**config.mk**
```make
export PLATFORM = sky130hd
export DESIGN_NAME = packet_frame_deframer
export DESIGN_NICKNAME = d
export VERILOG_FILES = /design/src/design/pfd_pkg.sv /design/src/design/pfd_core.sv /design/src/design/pfd_out_queue.sv /design/src/design/packet_frame_deframer.sv
export SDC_FILE = /design/constraint.sdc
export NUM_CORES = 1
export LEC_CHECK = 0
export BUFFER_PORTS_ARGS = -buffer_cell sky130_fd_sc_hd__buf_2
export CORE_MARGIN = 4
export CORE_UTILIZATION = 59
export DETAILED_ROUTE_END_ITERATION = 8
export HOLD_SLACK_MARGIN = 0.08
export PLACE_DENSITY = 0.85
export SYNTH_ARGS = -nofsm -noshare
export SYNTH_HDL_FRONTEND = slang
export SYNTH_HIERARCHICAL = 1
export SYNTH_SLANG_ARGS = --single-unit
```
**constraint.sdc**
```tcl
create_clock -name i_clk -period 6.45 [get_ports i_clk]
set_input_delay 1.29 -clock i_clk [delete_from_list [all_inputs] [get_ports i_clk]]
set_output_delay 1.29 -clock i_clk [all_outputs]
set_load 0.01 [all_outputs]
```
**src/design/pfd_pkg.sv**
```systemverilog
package pfd_pkg;

    localparam int BYTE_W     = 8;
    localparam int CNT_W      = 10;
    localparam int MAX_FRAME  = 512;
    localparam int MAX_CMP_W  = $clog2(MAX_FRAME + 1);
    localparam int CMP_W      = (CNT_W > MAX_CMP_W) ? CNT_W : MAX_CMP_W;

    localparam logic [BYTE_W-1:0] DECODE_LIMIT  = 8'h30;
    localparam logic [BYTE_W-1:0] DECODE_OFFSET = 8'h40;

    localparam int APB_ADDR_W = 3;
    localparam int APB_DATA_W = 32;

    localparam logic REG_LEAD_BYTE = 1'b0;

    typedef enum logic [1:0] {
        KIND_PAYLOAD  = 2'd0,
        KIND_GOOD     = 2'd1,
        KIND_CSUM_ERR = 2'd2,
        KIND_OVERFLOW = 2'd3
    } t_kind;

    typedef struct packed {
        t_kind             kind;
        logic [BYTE_W-1:0] payload_byte;
        logic [CNT_W-1:0]  frame_length;
    } t_result;

endpackage

```
**src/design/pfd_core.sv**
```systemverilog
module pfd_core (
    input  logic                       i_clk,
    input  logic                       i_rst_n,
    input  logic                       i_in_valid,
    input  logic [pfd_pkg::BYTE_W-1:0] i_in_byte,
    output logic                       o_in_ready,
    input  logic [pfd_pkg::BYTE_W-1:0] i_lead_byte,
    input  logic                       i_res_space,
    output logic                       o_res_valid,
    output pfd_pkg::t_result           o_res
);
    import pfd_pkg::*;

    logic              r_in_valid;
    logic [BYTE_W-1:0] r_in_byte;
    logic              r_in_frame;
    logic [BYTE_W-1:0] r_bytes_left;
    logic [BYTE_W-1:0] r_sum;
    logic [CNT_W-1:0]  r_count;

    logic              n_in_frame;
    logic [BYTE_W-1:0] n_bytes_left;
    logic [BYTE_W-1:0] n_sum;
    logic [CNT_W-1:0]  n_count;

    logic              advance;
    logic              emit;
    logic [BYTE_W-1:0] left_dec;
    logic [BYTE_W-1:0] sum_add;
    logic [BYTE_W-1:0] decoded;
    logic              at_limit;

    assign advance    = r_in_valid && i_res_space;
    assign o_in_ready = !r_in_valid || advance;

    assign left_dec = r_bytes_left - 1'b1;
    assign sum_add  = r_sum + r_in_byte;
    assign decoded  = (r_in_byte < DECODE_LIMIT) ? (r_in_byte + DECODE_OFFSET) : r_in_byte;
    assign at_limit = CMP_W'(r_count) >= CMP_W'(MAX_FRAME);

    always_comb begin
        n_in_frame   = r_in_frame;
        n_bytes_left = r_bytes_left;
        n_sum        = r_sum;
        n_count      = r_count;
        emit         = 1'b0;
        o_res        = '{kind: KIND_PAYLOAD, payload_byte: '0, frame_length: r_count};
        if (!r_in_frame) begin
            if (r_in_byte == i_lead_byte) begin
                n_in_frame   = 1'b1;
                n_bytes_left = '0;
                n_sum        = '0;
                n_count      = '0;
            end
        end else if (r_bytes_left == '0) begin
            n_bytes_left = r_in_byte;
            n_sum        = r_in_byte;
        end else if (left_dec != '0) begin
            if (at_limit) begin
                n_in_frame   = 1'b0;
                n_bytes_left = '0;
                n_sum        = '0;
                n_count      = '0;
                emit         = 1'b1;
                o_res.kind   = KIND_OVERFLOW;
            end else begin
                n_bytes_left       = left_dec;
                n_sum              = sum_add;
                n_count            = r_count + 1'b1;
                emit               = 1'b1;
                o_res.payload_byte = decoded;
                o_res.frame_length = r_count + 1'b1;
            end
        end else begin
            n_in_frame   = 1'b0;
            n_bytes_left = '0;
            n_sum        = '0;
            n_count      = '0;
            if (sum_add == '0) begin
                emit       = (r_count != '0);
                o_res.kind = KIND_GOOD;
            end else begin
                emit       = 1'b1;
                o_res.kind = KIND_CSUM_ERR;
            end
        end
    end

    assign o_res_valid = advance && emit;

    always_ff @(posedge i_clk) begin
        if (!i_rst_n) begin
            r_in_valid   <= 1'b0;
            r_in_frame   <= 1'b0;
            r_bytes_left <= '0;
            r_sum        <= '0;
            r_count      <= '0;
        end else begin
            if (o_in_ready) begin
                r_in_valid <= i_in_valid;
            end
            if (advance) begin
                r_in_frame   <= n_in_frame;
                r_bytes_left <= n_bytes_left;
                r_sum        <= n_sum;
                r_count      <= n_count;
            end
        end
    end

    always_ff @(posedge i_clk) begin
        if (o_in_ready && i_in_valid) begin
            r_in_byte <= i_in_byte;
        end
    end

endmodule

```
**src/design/pfd_out_queue.sv**
```systemverilog
module pfd_out_queue (
    input  logic             i_clk,
    input  logic             i_rst_n,
    input  logic             i_push,
    input  pfd_pkg::t_result i_data,
    output logic             o_space,
    output logic             o_valid,
    input  logic             i_ready,
    output pfd_pkg::t_result o_data
);
    import pfd_pkg::*;

    t_result    r_mem [2];
    logic       r_wr_ptr;
    logic       r_rd_ptr;
    logic [1:0] r_count;

    logic       pop;

    assign o_valid = (r_count != 2'd0);
    assign o_space = (r_count != 2'd2);
    assign o_data  = r_mem[r_rd_ptr];
    assign pop     = o_valid && i_ready;

    always_ff @(posedge i_clk) begin
        if (!i_rst_n) begin
            r_wr_ptr <= 1'b0;
            r_rd_ptr <= 1'b0;
            r_count  <= 2'd0;
        end else begin
            if (i_push) begin
                r_wr_ptr <= !r_wr_ptr;
            end
            if (pop) begin
                r_rd_ptr <= !r_rd_ptr;
            end
            if (i_push && !pop) begin
                r_count <= r_count + 2'd1;
            end else if (pop && !i_push) begin
                r_count <= r_count - 2'd1;
            end
        end
    end

    always_ff @(posedge i_clk) begin
        if (i_push) begin
            r_mem[r_wr_ptr] <= i_data;
        end
    end

endmodule

```
**src/design/packet_frame_deframer.sv**
```systemverilog
// A result passes the input register and the result queue before it is offered.
// Throughput: one item per cycle while the result queue has space; the input
// register feeds the per-byte update, and a two-entry result queue lets input
// continue while a result waits. Reset (synchronous, active low) returns to
// hunting, clears the frame state and the queue, and sets lead_byte to zero.
module packet_frame_deframer (
    input  logic                           i_clk,
    input  logic                           i_rst_n,
    input  logic                           i_valid,
    output logic                           o_ready,
    input  logic [pfd_pkg::BYTE_W-1:0]     i_rx_byte,
    output logic                           o_valid,
    input  logic                           i_ready,
    output logic [1:0]                     o_out_kind,
    output logic [pfd_pkg::BYTE_W-1:0]     o_payload_byte,
    output logic [pfd_pkg::CNT_W-1:0]      o_frame_length,
    input  logic                           psel,
    input  logic                           penable,
    input  logic                           pwrite,
    input  logic [pfd_pkg::APB_ADDR_W-1:0] paddr,
    input  logic [pfd_pkg::APB_DATA_W-1:0] pwdata,
    output logic [pfd_pkg::APB_DATA_W-1:0] prdata,
    output logic                           pready
);
    import pfd_pkg::*;

    logic [BYTE_W-1:0] r_lead_byte;
    logic              res_valid;
    logic              res_space;
    t_result           res;
    t_result           out_data;
    logic              reg_sel;

    assign pready  = 1'b1;
    assign reg_sel = paddr[APB_ADDR_W-1];
    assign prdata  = (reg_sel == REG_LEAD_BYTE) ? APB_DATA_W'(r_lead_byte) : '0;

    always_ff @(posedge i_clk) begin
        if (!i_rst_n) begin
            r_lead_byte <= '0;
        end else if (psel && penable && pwrite && pready && reg_sel == REG_LEAD_BYTE) begin
            r_lead_byte <= pwdata[BYTE_W-1:0];
        end
    end

    pfd_core u_core (
        .i_clk       (i_clk),
        .i_rst_n     (i_rst_n),
        .i_in_valid  (i_valid),
        .i_in_byte   (i_rx_byte),
        .o_in_ready  (o_ready),
        .i_lead_byte (r_lead_byte),
        .i_res_space (res_space),
        .o_res_valid (res_valid),
        .o_res       (res)
    );

    pfd_out_queue u_out_queue (
        .i_clk   (i_clk),
        .i_rst_n (i_rst_n),
        .i_push  (res_valid),
        .i_data  (res),
        .o_space (res_space),
        .o_valid (o_valid),
        .i_ready (i_ready),
        .o_data  (out_data)
    );

    assign o_out_kind     = out_data.kind;
    assign o_payload_byte = out_data.payload_byte;
    assign o_frame_length = out_data.frame_length;

endmodule

```
; ---- Word level (Yosys, flattened, before mapping)
; Memories as Yosys holds them, arrays and structs flattened. A register that Yosys moved wholly into a read port is not among the register bits.
; Index checks and enable logic that the tools add are counted.
[totals]
regBits = 48
mem_bits_rw = 40
inputBits = 50
n_memories = 1
[memory_table]
columns = memory, depth, width, read_ports, rd_clocked_by_memory_dff, wr, line_no
row1 = u_out_queue.r_mem, 2, 20, 1, 1, 1, pfd_out_queue.sv:13  ; t_result r_mem [2];
[classes]
add_sub_neg = 6
magnitude_cmp = 2
eq_ne = 3
muxes = 38
bitwise_logic = 1
reduce_logical = 24
[ops]
columns = cell, n
row1 = two-way mux 8 bit, 11
row2 = two-way mux 10 bit, 5
row3 = two-way mux 20 bit, 2
row4 = two-way mux 18 bit, 2
row5 = logical NOT 8 bit, 2
row6 = two-way mux 1 bit, 13
row7 = "adder 10 x 1 -> 10 bit, second input constant", 1
row8 = "greater-or-equal comparator 10 bit, second input constant", 1
row9 = two-way mux 2 bit, 5
row10 = nonzero test 10 bit, 1
row11 = logical AND 1 bit, 9
row12 = "adder 8 x 7 -> 8 bit, second input constant", 1
row13 = adder 8 bit, 1
row14 = equality test 8 bit, 1
row15 = "< comparator 8 x 6 -> 1 bit, second input constant", 1
row16 = nonzero test 8 bit, 1
row17 = "subtractor 8 x 1 -> 8 bit, second input constant", 1
row18 = nonzero test 2 bit, 3
row19 = logical NOT 1 bit, 5
row20 = "!= test 2 bit, second input constant", 2
row21 = AND reduction 3 bit, 1
row22 = "adder 2 x 1 -> 2 bit, second input constant", 1
row23 = AND reduction 2 bit, 1
row24 = "subtractor 2 x 1 -> 2 bit, second input constant", 1
row25 = other kinds (2), 2

; ---- Depth between registers and ports, before layout
[depth]
depth_word = 11
ltp_mapped = 12
mapped_depth_nobuf = 12

; ---- By module
; The synthesis kept the hierarchy.
[by_module_without_submodules]
columns = module, n_inst, cells_each, area_per_inst_um2, seq_area_each_um2
row1 = pfd_core, 1, 310, 2620.0, 800.8
row2 = pfd_out_queue, 1, 84, 1656.6, 1301.2
row3 = packet_frame_deframer, 1, 71, 596.8, 160.2

; ---- Worst setup path after synthesis
; No wires, ideal clock.
[synth_path]
kind = reg-to-reg
start = register u_core.r_in_byte[0]
end = memory u_out_queue/r_mem[0][0] in the netlist's numbering, enable pin
t_arrival_ns = 3.046
t_required_ns = 6.050
slack_ns = 3.004
stages_incl_launch_ff = 10
path_buffers = 0
synth_period_minus_slack_ns = 3.446
cell_sequence = edfxtp_1 ha_1 fa_1 a211oi_1 o21bai_1 a21oi_1 xnor2_1 nor3_1 a21oi_1 nor2b_1
[synth_via]
elab_chain_cells = 9
[synth_lines]
columns = element, line_no
row1 = start: declaration, pfd_core.sv:15  ; logic [BYTE_W-1:0] r_in_byte;
row2 = start signal: assignment, pfd_core.sv:113  ; r_in_byte <= i_in_byte;
row3 = adder 8 bit, pfd_core.sv:37  ; assign sum_add = r_sum + r_in_byte;
row4 = logical NOT 8 bit, pfd_core.sv:79  ; if (sum_add == '0) begin
row5 = two-way mux 1 bit, pfd_core.sv:79
row6 = two-way mux 1 bit, pfd_core.sv:58  ; end else if (left_dec != '0) begin
row7 = two-way mux 1 bit, pfd_core.sv:55  ; end else if (r_bytes_left == '0) begin
row8 = two-way mux 1 bit, pfd_core.sv:48  ; if (!r_in_frame) begin
row9 = logical AND 1 bit, pfd_core.sv:89  ; assign o_res_valid = advance && emit;
row10 = via res_valid, packet_frame_deframer.sv:28  ; logic res_valid;
row11 = two-way mux 1 bit, pfd_out_queue.sv:46  ; if (i_push) begin
row12 = two-way mux 1 bit (not written as such), pfd_out_queue.sv:47  ; r_mem[r_wr_ptr] <= i_data;
row13 = end: declaration, pfd_out_queue.sv:13
; The timed path passes the listed nets, and every way through them passes these cells.

; ---- Worst setup path in the final report
[layout_path]
start = register u_core.r_in_byte[0]
end = register u_out_queue.r_count[1]
[layout_via]
elab_chain_cells = 10
elab_cells_between_ends = 12
classes_between = add/sub (1) / mux (5) / reduce/logical (6)
[layout_lines]
columns = element, line_no
row1 = adder 8 bit *, pfd_core.sv:37
row2 = logical NOT 8 bit *, pfd_core.sv:79
row3 = two-way mux 1 bit *, pfd_core.sv:79
row4 = two-way mux 1 bit *, pfd_core.sv:58
row5 = two-way mux 1 bit *, pfd_core.sv:55
row6 = two-way mux 1 bit *, pfd_core.sv:48
row7 = logical AND 1 bit *, pfd_core.sv:89
row8 = via res_valid, packet_frame_deframer.sv:28
row9 = logical NOT 1 bit, pfd_out_queue.sv:39  ; end else if (pop && !i_push) begin
row10 = logical AND 1 bit, pfd_out_queue.sv:39
row11 = nonzero test 2 bit (no source line), -
row12 = end signal: assignment, pfd_out_queue.sv:38  ; r_count <= r_count + 2'd1;
row13 = end signal: assignment, pfd_out_queue.sv:40  ; r_count <= r_count - 2'd1;
row14 = end: declaration, pfd_out_queue.sv:16  ; logic [1:0] r_count;
; The timed path passes the listed nets; every way through them passes the cells marked *.
; A chain may end at the register's enable or synchronous reset.

==> results.md <==
* Clock latency on the worst-skew pair at 0.36 ns
* CP Class: flip-flop to flip-flop
* Crit Path Max Fanout at 4
* Power Dens Cells at 212 nW/µm²
* Setup crit end: u_out_queue/r_count[1]
* Top cells by area in the synthesized netlist: edfxtp_1, dfxtp_1, mux2_1
* Flop-to-flop setup slack at 2.53 ns
* Final Hold Viols at 0
* Yosys warns at 6
* Crit path time final at 3.92 ns
* Outcome: finished, final reports clean
* RSZ-0062 raised after global routing: false
* Row count at 32
* Final setup violating endpoints at 0
* Tot Pwr at 1120 µW
* CP endpoint kind: flip-flop
* Leakage power at 0.00212 µW
* Top-area cell type share of the netlist area at 29.6%
* N_diodes at 0
* Worst Path Arrival at 4.21 ns
* DR WL/cell at 17.1 µm
* Pre-Repair DR Iteration Count at 5
* Initial drt markers at 243
* Max frequency at 255 MHz
* Top-count cell post-synth: edfxtp_1
* Seq cells post-synth at 89
* Cell Area, Synth at 4870 µm²
* Area leader, netlist: edfxtp_1
* Worst slack at placement at 2.67 ns
* I/O Buffers at 53
* Clk buf depth at 2
* Initial antenna violation count at 0
* Worst hold slack at 0.492 ns
* Reg2reg start: u_core/r_in_byte[0]
* Routed Antenna Nets at 0
* Global-route wire length before repair at 17000 µm
* Max-slew violations at 0
* Clock transition at path regs at 0.09 ns
* CP Launch Type: flip-flop
* Die width at 98.9 µm
* Nets at 569
* Total clock sinks at 89
* Dominant synthesized flop cell: edfxtp_1
* DP Wirelength at 7130 µm
* Post-CTS Setup Bufs at 0
* Final worst-path setup slack at 2.53 ns
* Root buf cell: clkbuf_8
* Synth-to-layout area growth at 8.70%
* First element of the critical path: u_core/r_in_byte[0]
* Hold-fix buffer count after cts at 0
* Vias at 3628
* Yosys cell types at 65
* Async SR Flop Fraction at 0%
* Reg-to-Reg End: u_out_queue/r_count[1]
* Via density at 5.95
* Critical Path RT at 6.74 ns
* DIE AREA at 9780 µm²
* Fillcell total at 597
* Sequential share of the synthesized area at 46.4%
* Syn Inst Count at 465
* Die Y at 98.9 µm
* Post-cts sizing count at 0
* Gr usage total at 21.4%
* Core area at 7890 µm²
* Largest net degree at the start of global routing at 34
* DRC at 0
* H-Tree Depth at 3
* CTS tree: yes
* Final GP Congestion at 0.842
* Worst Max-Slew Pin Slew at 1.04 ns
* Worst vdd ir at 0.153 mV
* Avg Inst Size Synth at 10.5 µm²
* Layout cells sized above 1 at 17.1%
* Multi-input logic area at 2360 µm²
* Synth top cells by count: edfxtp_1, nand2_1, dfxtp_1
* GR Overflow Total at 0
* Fin Clk Skew at 0.0116 ns
* Fin crit share at 60.8%
* MaxCap Viol Count at 0
* IO Pins at 105
* R2r worst-path depth at 12
* Routed WL at 10400 µm
* Final TNS setup at 0 ns
* Post-layout util at 67.2%
* Hold crit path type: flip-flop to flip-flop
* Number of global-route vias before repair at 3531
* Starting Density at 61.8%
* Slew HR at 30.3%
* Number of synthesized flops with an enable pin at 48
* Area of all sequential standard cells at 2260 µm²
* CTS Buf Count at 9
registers in the layout, indices dropped and copies added (netlist names), named ones only:
signal	count
u_core/r_in_byte	8
u_out_queue/r_count	2
u_core/r_bytes_left	8
u_out_queue/r_rd_ptr	1
u_core/r_count	10
r_lead_byte	8
u_core/r_sum	8
u_core/r_in_valid	1
u_core/r_in_frame	1
u_out_queue/r_mem	40
u_out_queue/r_wr_ptr	1
per-stage QoR:
stage / std cells / cell area (µm²)
after global placement: 594 / 5060
after detailed placement: 594 / 5060
after floorplan: 488 / 4960
after global routing: 610 / 5300
after CTS: 610 / 5300
final: 610 / 5300
worst min path at each step:
stage / start / to / slack (ns) / cells past startpoint
floorplan: r_lead_byte[0] / r_lead_byte[0] / 0.46 / 2
global placement: u_core/r_sum[6] / u_core/r_sum[6] / 0.47 / 2
detailed placement: u_core/r_sum[6] / u_core/r_sum[6] / 0.48 / 2
CTS: u_core/r_sum[6] / u_core/r_sum[6] / 0.49 / 2
global route: r_lead_byte[1] / r_lead_byte[1] / 0.53 / 2
finish: r_lead_byte[6] / r_lead_byte[6] / 0.49 / 2
cells in the final DEF, fill, tap and decap left out, drive strengths merged, types with 4 or more instances in the layout:
cell type   n
o31ai       7
a221oi      8
nor3       12
a21oi      14
a22oi       9
clkbuf     12
mux2       20
mux2i      11
nor2       17
and2       16
inv        14
and2b       8
a21o        4
nand4       7
ha         15
dfxtp      41
and3       10
o21ai      14
edfxtp     48
nor2b       4
nand3       9
xnor2      15
xor2       12
nand2      45
buf        54
a211oi      6
conb       25
nor4        4
kinds of logic after synthesis:
family                   share of synthesized area [%]
other                                            0.154
AND/OR/NAND/NOR                                   17.5
flip-flops                                        46.4
adder cells (fa/ha/maj)                           4.26
buffers and inverters                             6.98
XOR/XNOR                                          4.85
AO/OA/AOI/OAI                                     13.0
multiplexers                                      6.88
where the power goes:
group / switching [µW] / internal [µW] / leakage, µW / total (µW)
clock: 204 / 229 / 0.000114 / 433
sequential: 15.1 / 600 / 0.000798 / 615
combinational: 42.4 / 34.2 / 0.00121 / 76.7
layout make-up:
cell class	instances	share of cell area, %
Multi-Input combinational cell	337	44.5
Sequential cell	89	42.7
Inverter	12	0.850
Tap cell	102	2.41
Clock inverter	4	1.04
Timing Repair Buffer	54	5.15
Clock buffer	12	3.35
layer usage:
metal / vias up / track usage, % / part of all wire, %
li1: 1723 / - / -
met1: 1741 / 26.7 / 40
met2: 149 / 37.0 / 52
met3: 15 / 5.02 / 7.0
met4: 0 / 6.20 / 1.2
met5: - / 0 / 0
worst max-delay path, cell delays in order, from the launching register on:
cell       delay (ns)
edfxtp_1         0.51
ha_1             0.26
fa_1             0.44
a21o_1           0.18
a211o_1          0.29
a2111oi_0        0.53
o2111ai_1        0.27
nor3_1           0.32
a21oi_1          0.18
ha_1             0.25
xor2_1           0.17
or3_1            0.32
a21boi_1         0.14
(Power assumes the default switching activity.)
